File: config.mk
export PLATFORM = sky130hd
export DESIGN_NAME = spsc_ram
export DESIGN_NICKNAME = d
export VERILOG_FILES = /design/src/rtl/spsc_ram.sv
export SDC_FILE = /design/constraint.sdc
export NUM_CORES = 2
export LEC_CHECK = 0
export BUFFER_PORTS_ARGS = -buffer_cell sky130_fd_sc_hd__buf_2
export CORE_AREA = 2 2 690 692
export DETAILED_ROUTE_END_ITERATION = 8
export DIE_AREA = 0 0 692 694
export PLACE_DENSITY = 0.55
export SETUP_SLACK_MARGIN = 0.3
export SYNTH_ARGS = -nofsm -noshare
export SYNTH_HDL_FRONTEND = slang
export SYNTH_SLANG_ARGS = --single-unit
File: constraint.sdc
create_clock -name i_clk -period 3.6 [get_ports i_clk]
set_input_delay 0.54 -clock i_clk [delete_from_list [all_inputs] [get_ports i_clk]]
set_output_delay 0.54 -clock i_clk [all_outputs]
set_load 0.01 [all_outputs]
File: src/rtl/spsc_ram.sv
module spsc_ram #(
    parameter int DEPTH_P = 256,
    parameter int WIDTH_P = 16
) (
    input  logic                       i_clk,
    input  logic                       i_we,
    input  logic [$clog2(DEPTH_P)-1:0] i_addr,
    input  logic [WIDTH_P-1:0]         i_wdata,
    output logic [WIDTH_P-1:0]         o_rdata
);

    logic [WIDTH_P-1:0] r_mem [DEPTH_P];
    logic [WIDTH_P-1:0] r_rdata;

    always_ff @(posedge i_clk) begin
        if (i_we) begin
            r_mem[i_addr] <= i_wdata;
        end
        r_rdata <= r_mem[i_addr];
    end

    assign o_rdata = r_rdata;

endmodule

==> reports/qor.yml <==
timing:
  slew_violations: 0
  clock.fmax_mhz: 310
  fin_skew_ns: 0.0585
  min_period_ns: 3.23
  tns_ns: 0
  worstMarginPinSlew_ns: 1.34
  setup_violations: 0
  rsz0062_at_grt: "no"
  period_share: 0.897
  hold_violations: 0
  timing.slew.headroom: 0.0970
detailed_routing:
  wl_met3_um: 31100
  wl_met2_um: 209000
  wl_per_cell_um: 30.3
  vias: 76000
  drt_iter0_drc: 9263
  firstDrtPassIters: 5
  ant_nets: 0
  vias_per_cell: 5.35
  routed_wl_um: 430000
  drc: 0
  wl_met1_um: 178000
  highest_layer: "met4"
synthesis:
  ys_seq_area_frac: 0.794
  ys_seq_elements: 4112
  syn-instance-count: 6727
  syn_area_per_cell_um2: 23.1
  netlist.area_leader.share: 0.791
  synth_warnings: 0
  syn_nets: 6753
  syn-cell-area_mm2: 0.155
  ys_types: 22
  yosysTopAreaCell: "edfxtp_1"
  synthTopCellsByArea: "edfxtp_1 79%, mux4_2 15%, a22oi_1 2.5%"
finish:
  fin_area_mm2: 0.184
  multi_input_area_mm2: 0.0309
  num-nets-final: 7618
  register_area_mm2: 0.123
  fillers: 41700
  drive_gt1_frac: 0.335
  area_growth_pct: 18.2
floorplan:
  ios: 42
  die_h_um: 694
  die_area_mm2: 0.480
  fp.dieW_um: 692
  rows: 253
  start_util: 0.328
  coreArea_mm2: 0.473
placed_design:
  place_area_mm2: 0.170
  finalWeightedCongestion: 0.805
  port_buffers: 41
  dp_hpwl_um: 261000
setup_path:
  worstPathMaxFanout: 1
  critPathCaptureType: "flop"
  worstPathArrival_ns: 4.09
  cp-start-kind: "flop"
  worstSetupPathType: "flop to flop"
  critical_path_required_ns: 4.46
clock_tree:
  clk_latency_ns: 0.97
  cts_root_buffer: "clkbuf_16"
  postCtsSetupBuffers: 0
  cts_tree: "built"
  cts_buffer_depth: 4
  htreeDepth: 5
  clkTransAtPathRegs_ns: 0.06
  cts_inserted_buffers: 411
  clock_sinks: 4112
power:
  switching_share: 0.215
  switching_power_mw: 21.6
  power_frac_clock: 0.425
  pwr-share-comb: 0.050
  p_leak_nw: 56.7
  p_int_mw: 79.1
  vdd_drop_max_mv: 0.408
  power_frac_seq: 0.526
  power_density_mw_per_mm2: 548
outcome:
  status: "finished, final reports clean"
global_route:
  first_global_vias: 77400
  grt_max_degree: 128
  track_usage: 0.175
  grt.overflow.total: 0
  grt_pass1_wl_um: 603000
  antenna_found_initial: 20
worst_hold_path:
  hold_path.class: "input pin to flop"
job:
  cap_violations: 0
cell families after synthesis:
kind of cell / count (synthesis) / share of synthesized area
AOI/OAI and AO/OA: 832 / 0.0366
DFF: 4112 / 0.794
buffers and inverters: 421 / 0.0124
muxes: 1024 / 0.148
and+or+nand+nor: 338 / 0.00907
power groups by stage:
| stage | clock network [mW] | registers [mW] | logic, mW |
|---|---|---|---|
| after floorplan | 0 | 53.8 | 2.27 |
| after global placement | 0 | 53.9 | 4.99 |
| after detailed placement | 0 | 53.9 | 5.07 |
| after CTS | 43.5 | 52.9 | 5.08 |
| after global routing | 45.4 | 52.9 | 5.27 |
| final | 42.8 | 52.9 | 5.01 |
path summary, 6_finish.rpt:
check,from,endpoint,slack [ns],depth (start not counted)
worst max register to register,r_mem[47][8],o_rdata[8],0.37,6
worst min register to register,r_mem[130][1],o_rdata[1],1.04,6
worst min-delay path,i_wdata[10],r_mem[144][10],0.05,1
worst max-delay path,r_mem[47][8],o_rdata[8],0.37,6
registers in the layout (all words and copies together), names as in the netlist:
register  count
o_rdata      16
r_mem      4096
metal layers:
| layer | up-vias | GRT usage |
|---|---|---|
| met1 | 41600 | 0.245 |
| li1 | 30800 | - |
| met5 | - | 0 |
| met3 | 487 | 0.0256 |
| met4 | 0 | 0.0442 |
| met2 | 3091 | 0.287 |
what timing repair did:
action                                  in CTS  in global routing
endpoints found under the setup margin       1                  0
resized for setup                            1                  0
hold endpoints to repair                    40                  0
hold buffers                                 2                  0
area by class of cell:
type	count	area share
Multi-Input combinational cell	2194	0.168
Inverter	1	0.0000204
Tap cell	6247	0.0426
Antenna cell	5	0.0000681
Timing Repair Buffer	872	0.0442
Sequential cell	4112	0.672
Clock buffer	492	0.0584
Clock inverter	266	0.0148
cells in the mapped netlist:
cell type     n
a21oi_1     256
a22oi_1     512
and2_1        3
buf_1        54
buf_2        76
buf_4        16
buf_6        25
clkbuf_1    249
dfxtp_1      16
edfxtp_1   4096
inv_1         1
mux4_2     1024
nand2_1      28
nand2b_1      6
nand3_1      13
nand4_1      16
nor2_1      232
nor2b_1       7
nor3_1       30
o41ai_1      64
or2_2         2
or3_1         1
layout by cell type (no fill, tap or decap), types with 17 or more instances in the layout:
cell type / count
buf_12: 119
bufinv_16: 44
o41ai_1: 25
nor2_2: 88
clkinvlp_4: 18
nand2_1: 22
buf_8: 17
nor3_2: 30
clkbuf_16: 416
o41ai_2: 38
clkbuf_1: 73
clkinv_2: 77
edfxtp_1: 4096
clkinv_1: 99
buf_2: 23
a21oi_1: 256
mux4_2: 1024
nor2_1: 143
a22oi_1: 512
buf_4: 710
stage by stage:
stage / std cells / worst slack, ns / utilization / total power [mW] / hold slack, ns
after floorplan: 6727 / 0.362 / - / 56.1 / 0.639
after global placement: 13400 / -1.84 / 0.359 / 58.9 / 1.01
after detailed placement: 13400 / -0.795 / 0.360 / 59.0 / 1.03
after CTS: 14200 / 0.494 / 0.388 / 102 / 0.0197
after global routing: 14200 / 0.369 / 0.388 / 104 / 0.0592
final: 14200 / 0.372 / 0.388 / 101 / 0.0465
critical path, cell delays in order (launching register included):
cell      delay (ns)
edfxtp_1        0.37
mux4_2          0.47
a22oi_1         0.51
a21oi_1         0.24
o41ai_1         1.12
buf_4           0.31
nand4_1         0.09
Note: power is estimated with default switching activity, not from simulation.
