File: config.mk
export PLATFORM = sky130hd
export DESIGN_NAME = spsc_ctrl
export DESIGN_NICKNAME = d
export VERILOG_FILES = /design/src/rtl/spsc_pkg.sv /design/src/rtl/spsc_ctrl.sv
export SDC_FILE = /design/constraint.sdc
export NUM_CORES = 1
export LEC_CHECK = 0
export ABC_CLOCK_PERIOD_IN_PS = 2870
export BUFFER_PORTS_ARGS = -buffer_cell sky130_fd_sc_hd__clkbuf_2
export CORE_AREA = 2 2 94 96
export CTS_BUF_LIST = sky130_fd_sc_hd__clkbuf_4 sky130_fd_sc_hd__clkbuf_8
export DETAILED_ROUTE_END_ITERATION = 7
export DIE_AREA = 0 0 96 98
export PLACE_DENSITY = 0.9
export SLEW_MARGIN = 30
export SYNTH_ARGS = -nofsm -noshare
export SYNTH_HDL_FRONTEND = slang
export SYNTH_SLANG_ARGS = --single-unit
File: constraint.sdc
create_clock -name i_clk -period 2.87 [get_ports i_clk]
set_clock_uncertainty 0.15 [all_clocks]
set_input_delay 0.287 -clock i_clk [delete_from_list [all_inputs] [get_ports i_clk]]
set_output_delay 0.287 -clock i_clk [all_outputs]
set_load 0.05 [all_outputs]
File: src/rtl/spsc_pkg.sv
package spsc_pkg;

    localparam int DEPTH  = 256;
    localparam int WIDTH  = 16;
    localparam int ADDR_W = $clog2(DEPTH);
    localparam int CNT_W  = ADDR_W + 1;

    localparam logic CMD_LOAD  = 1'b0;
    localparam logic CMD_CHECK = 1'b1;

    typedef enum logic [2:0] {
        ST_IDLE,
        ST_CHECK,
        ST_SRC_RD,
        ST_TOP_RD,
        ST_FINISH
    } t_state;

    typedef struct packed {
        logic              we;
        logic [ADDR_W-1:0] addr;
        logic [WIDTH-1:0]  wdata;
    } t_ram_req;

endpackage

File: src/rtl/spsc_ctrl.sv
module spsc_ctrl (
    input  logic                           i_clk,
    input  logic                           i_rst_n,
    input  logic                           start,
    output logic                           busy,
    input  logic                           i_command,
    input  logic [spsc_pkg::WIDTH-1:0]     i_value,
    input  logic                           i_last,
    output spsc_pkg::t_ram_req             o_src_req,
    input  logic [spsc_pkg::WIDTH-1:0]     i_src_rdata,
    output spsc_pkg::t_ram_req             o_lifo_req,
    input  logic [spsc_pkg::WIDTH-1:0]     i_lifo_rdata,
    output logic                           o_strobe,
    output logic                           o_valid_so_far,
    output logic                           o_final_res
);

    localparam int CW = spsc_pkg::CNT_W;
    localparam int AW = spsc_pkg::ADDR_W;

    spsc_pkg::t_state r_state, n_state;

    logic [CW-1:0]                r_src_cnt, n_src_cnt;
    logic [CW-1:0]                r_src_nxt, n_src_nxt;
    logic [CW-1:0]                r_ptr, n_ptr;
    logic [CW-1:0]                r_pop_cnt, n_pop_cnt;
    logic                         r_failed, n_failed;
    logic [spsc_pkg::WIDTH-1:0]   r_top, n_top;
    logic [spsc_pkg::WIDTH-1:0]   r_val, n_val;
    logic                         r_last, n_last;
    logic                         r_strobe, n_strobe;
    logic                         r_ok, n_ok;
    logic                         r_fin, n_fin;
    logic                         fail_now;
    logic [CW-1:0]                ptr_m2;

    always_ff @(posedge i_clk) begin
        if (!i_rst_n) begin
            r_state   <= spsc_pkg::ST_IDLE;
            r_src_cnt <= '0;
            r_src_nxt <= '0;
            r_ptr     <= '0;
            r_pop_cnt <= '0;
            r_failed  <= 1'b0;
            r_strobe  <= 1'b0;
        end else begin
            r_state   <= n_state;
            r_src_cnt <= n_src_cnt;
            r_src_nxt <= n_src_nxt;
            r_ptr     <= n_ptr;
            r_pop_cnt <= n_pop_cnt;
            r_failed  <= n_failed;
            r_strobe  <= n_strobe;
        end
    end

    always_ff @(posedge i_clk) begin
        r_top  <= n_top;
        r_val  <= n_val;
        r_last <= n_last;
        r_ok   <= n_ok;
        r_fin  <= n_fin;
    end

    assign ptr_m2   = r_ptr - CW'(2);
    assign fail_now = r_failed | (r_last & (r_pop_cnt != r_src_cnt));

    always_comb begin
        n_state   = r_state;
        n_src_cnt = r_src_cnt;
        n_src_nxt = r_src_nxt;
        n_ptr     = r_ptr;
        n_pop_cnt = r_pop_cnt;
        n_failed  = r_failed;
        n_top     = r_top;
        n_val     = r_val;
        n_last    = r_last;
        n_strobe  = 1'b0;
        n_ok      = r_ok;
        n_fin     = r_fin;

        o_src_req.we     = 1'b0;
        o_src_req.addr   = r_src_cnt[AW-1:0];
        o_src_req.wdata  = i_value;
        o_lifo_req.we    = 1'b0;
        o_lifo_req.addr  = r_ptr[AW-1:0];
        o_lifo_req.wdata = i_src_rdata;

        unique case (r_state)
            spsc_pkg::ST_IDLE: begin
                if (start) begin
                    if (i_command == spsc_pkg::CMD_LOAD) begin
                        if (r_src_cnt < CW'(spsc_pkg::DEPTH)) begin
                            o_src_req.we = 1'b1;
                            n_src_cnt    = r_src_cnt + CW'(1);
                        end else begin
                            n_failed = 1'b1;
                        end
                    end else begin
                        n_val  = i_value;
                        n_last = i_last;
                        if (r_pop_cnt <= CW'(spsc_pkg::DEPTH)) begin
                            n_pop_cnt = r_pop_cnt + CW'(1);
                        end
                        n_state = r_failed ? spsc_pkg::ST_FINISH : spsc_pkg::ST_CHECK;
                    end
                end
            end
            spsc_pkg::ST_CHECK: begin
                if ((r_ptr != '0) && (r_top == r_val)) begin
                    n_ptr = r_ptr - CW'(1);
                    if (r_ptr >= CW'(2)) begin
                        o_lifo_req.addr = ptr_m2[AW-1:0];
                        n_state         = spsc_pkg::ST_TOP_RD;
                    end else begin
                        n_state = spsc_pkg::ST_FINISH;
                    end
                end else if ((r_src_nxt >= r_src_cnt) ||
                             (r_ptr >= CW'(spsc_pkg::DEPTH))) begin
                    n_failed = 1'b1;
                    n_state  = spsc_pkg::ST_FINISH;
                end else begin
                    o_src_req.addr = r_src_nxt[AW-1:0];
                    n_state        = spsc_pkg::ST_SRC_RD;
                end
            end
            spsc_pkg::ST_SRC_RD: begin
                o_lifo_req.we = 1'b1;
                n_top         = i_src_rdata;
                n_ptr         = r_ptr + CW'(1);
                n_src_nxt     = r_src_nxt + CW'(1);
                n_state       = spsc_pkg::ST_CHECK;
            end
            spsc_pkg::ST_TOP_RD: begin
                n_top   = i_lifo_rdata;
                n_state = spsc_pkg::ST_FINISH;
            end
            spsc_pkg::ST_FINISH: begin
                n_strobe = 1'b1;
                n_ok     = ~fail_now;
                n_fin    = r_last;
                if (r_last) begin
                    n_src_cnt = '0;
                    n_src_nxt = '0;
                    n_ptr     = '0;
                    n_pop_cnt = '0;
                    n_failed  = 1'b0;
                end else begin
                    n_failed = fail_now;
                end
                n_state = spsc_pkg::ST_IDLE;
            end
            default: begin
                n_state = spsc_pkg::ST_IDLE;
            end
        endcase
    end

    assign busy           = (r_state != spsc_pkg::ST_IDLE);
    assign o_strobe       = r_strobe;
    assign o_valid_so_far = r_ok;
    assign o_final_res    = r_fin;

endmodule

==> flow_summary.json <==
{
  "fin_nets": 640,
  "critPathLaunchType": "register",
  "mappedNetlistNets": 518,
  "hpwl_um": 7898,
  "whs_ns": 0.06935,
  "num_antenna_cells": 0,
  "crit_path_max_fanout": 8,
  "dp.cells": 630,
  "path_class": "register to primary output",
  "portBuffers": 106,
  "rsz0062_at_grt": "yes",
  "slew_headroom_pct": 48.74,
  "reg2reg_from": "r_state[1]$_SDFFE_PN0P_",
  "finalPower_mw": 2.975,
  "synth_top_area_share_pct": 22.97,
  "max_freq_mhz": 331.1,
  "syn_inst": 442,
  "worst_slack_ns": -0.1502,
  "p_leak_nw": 2.514,
  "finalSetupViolCount": 12,
  "slew_viol_final": 0,
  "period_needed_ns": 3.020,
  "cts_inserted_buffers": 9,
  "hold_end": "r_top[5]$_DFFE_PP_",
  "netlist_area_sq_um": 4576,
  "die_h_um": 98,
  "final_cell_area_sq_um": 5922,
  "yosys_warnings": 0,
  "grt_pass1_wl_um": 19230,
  "antenna_found_initial": 0,
  "cts_tree": "built",
  "avgSynthCellArea_sq_um": 10.35,
  "avgRoutedWirePerCell_um": 18.60,
  "initial_core_util_pct": 54.05,
  "die_w_um": 96,
  "hold_path_depth": 2,
  "syn2layout_area_growth_pct": 29.42,
  "clock-sinks": 76,
  "synth_top_flop_cell": "dfxtp_1",
  "drtIter0Drc": 287,
  "route.detailed.drc": 0,
  "wl_um": 12590,
  "synth_area_leaders": "edfxtp_1 23%, dfxtp_1 18%, xor2_1 6.7%, ha_1 6.0%, buf_4 5.4%",
  "htreeDepth": 3,
  "io_pins": 107,
  "fin_util_pct": 69.95,
  "min_period_over_period_pct": 105.2,
  "grt-ovfl-total": 0,
  "synth_cell_type_count": 58,
  "firstDrtPassIters": 5,
  "synth_seq_cells": 76,
  "finalWeightedCongestion": 0.9951,
  "arrival_ns": 2.58,
  "rr_endpoint": "r_ptr[6]$_SDFFE_PN0P_",
  "end_kind": "primary output",
  "pre_cts_ws_ns": 0.03163,
  "async_flop_share_pct": 0,
  "cts-root-buf": "clkbuf_8",
  "die_area_sq_um": 9408,
  "hold_path_class": "primary input to register",
  "r2r_slack_ns": 0.13,
  "yosysTopAreaCell": "edfxtp_1",
  "p_per_area_nw_per_um2": 502.3,
  "totalNegativeSetupSlack_ns": -1.188,
  "placed_cell_area_sq_um": 5102,
  "vias": 3876,
  "clockBufferDepth": 2,
  "synth_edf_count": 35,
  "status": "finished, violations left",
  "path_clk_slew_ns": 0.09,
  "ir_worst_vdd_mv": 0.3254,
  "stdcell_count": 677,
  "grt_pass1_vias": 3982,
  "ys_seq_area_share_pct": 40.91,
  "vias_per_cell": 5.725,
  "violations": "negative setup slack",
  "layout-drive-gt1-share_pct": 41.83,
  "worst_pin_slew_ns": 0.7689,
  "final_antenna_net_count": 0,
  "clk-insertion-delay-late_ns": 0.37,
  "holdCritStartpoint": "i_lifo_rdata[5]",
  "cp.required_ns": 2.43,
  "row_count": 34,
  "grt_max_degree": 26,
  "core_sq_um": 8466,
  "hold_viol_final": 0,
  "drv_cap": 0,
  "grt_usage_pct": 26.63,
  "reg2reg_depth": 9
}
where the power goes:
| group | internal, mW | leakage, nW | switching [mW] |
|---|---|---|---|
| clock network | 0.337 | 0.0947 | 0.474 |
| logic | 0.352 | 1.76 | 0.554 |
| registers | 1.20 | 0.656 | 0.0556 |
| total | 1.89 | 2.51 | 1.08 |
critical path: stages, from the launching register on:
cell       delay, ns
edfxtp_1        0.42
xor2_1          0.17
nor4_1          0.31
nand4_1         0.18
buf_6           0.17
nand2b_4        0.16
nor3b_4         0.17
buf_12          0.15
mux2_4          0.31
clkbuf_16       0.17
cells in the mapped netlist, types with 5 or more instances:
cell      instances
a21oi_1          15
and2_1            6
and3_1           11
buf_4            33
clkbuf_1         10
dfxtp_1          41
edfxtp_1         35
ha_1             22
inv_1            16
mux2_2           16
mux2_4            8
mux2i_1           6
nand2_1          19
nand3_1          11
nand4_1           9
nor2_1           36
nor3_1           10
nor4_1            5
o21ai_0           5
o21ai_1           5
or3_1             5
xnor2_1          19
xor2_1           35
worst max-delay path by stage:
stage                                   start              to  slack [ns]  cells after the start
floorplan               r_ptr[4]$_SDFFE_PN0P_  o_lifo_req[21]        0.06                      6
global placement           r_val[8]$_DFFE_PP_   o_src_req[23]        0.02                      8
detailed placement  r_src_cnt[6]$_SDFFE_PN0P_   o_src_req[20]        0.03                      9
CTS                 r_src_nxt[7]$_SDFFE_PN0P_   o_src_req[22]       -0.11                      9
global route               r_val[8]$_DFFE_PP_   o_src_req[22]       -0.22                      9
finish                    r_top[11]$_DFFE_PP_   o_src_req[22]       -0.15                      9
cell usage in the layout, fill, tap and decap left out, types with 3 or more instances in the layout:
master and n:
dfxtp_1 33, dlygate4sd3_1 17, and3_1 11, xnor2_1 16, buf_8 9, nor2_1 34
clkbuf_8 9, clkbuf_2 91, nor3_1 10, nand2_2 4, buf_6 6, inv_2 5
o21ai_1 5, nand3b_1 3, a31oi_1 4, mux2i_1 5, buf_4 34, o2111ai_1 3
ha_4 4, nor2b_1 3, edfxtp_1 35, nor3_2 3, and2_1 6, a21oi_1 13
or3_1 4, inv_1 12, inv_6 3, nor4_2 3, o21ai_0 5, nand3_1 10
nand2_1 16, ha_1 18, mux2_2 16, mux2_4 8, xor2_1 34, nand4_1 9
dfxtp_2 7, o21a_1 3
state kept, by name (all words and copies together), names as in the netlist:
| name | count |
|---|---|
| r_top | 16 |
| r_val | 16 |
| r_pop_cnt | 9 |
| r_ptr | 9 |
| r_src_cnt | 9 |
| r_src_nxt | 9 |
| r_state | 3 |
| o_final_res | 1 |
| o_strobe | 1 |
| o_valid_so_far | 1 |
| r_failed | 1 |
| r_last | 1 |
routing by layer:
layer / global-route usage (%) / wire length, um / vias to the layer above
met1: 30.70 / 4651 / 1861
met5: 0 / 0 / -
met3: 5.556 / 892 / 30
met4: 11.10 / 293 / 0
li1: - / - / 1781
met2: 46.96 / 6751 / 204
cell families after synthesis:
family / synth area share (%)
and+or+nand+nor: 18.70
DFF: 40.91
buffers and inverters: 8.395
xor gates and xnor gates: 10.34
AOI/OAI and AO/OA: 7.328
muxes: 7.875
adders and majority gates: 6.453
repair_timing:
action                                 4_1_cts  5_1_grt
pin swaps                                   12       12
resized for setup                           51       46
buffers inserted                             4       13
endpoints found under the hold margin       17        0
hold buffers                                17        0
setup endpoints to repair                   15       18
cell type report:
class | count | area [sq um]
clock buffers | 9 | 123.9
clock inverters | 7 | 65.06
fillers | 535 | 2544
inverters | 18 | 70.07
multi-input cells | 300 | 2515
flip-flops and latches | 76 | 1884
well taps | 108 | 135.1
repair buffers | 159 | 1129
No activity file was read; power rests on OpenSTA's default activity.
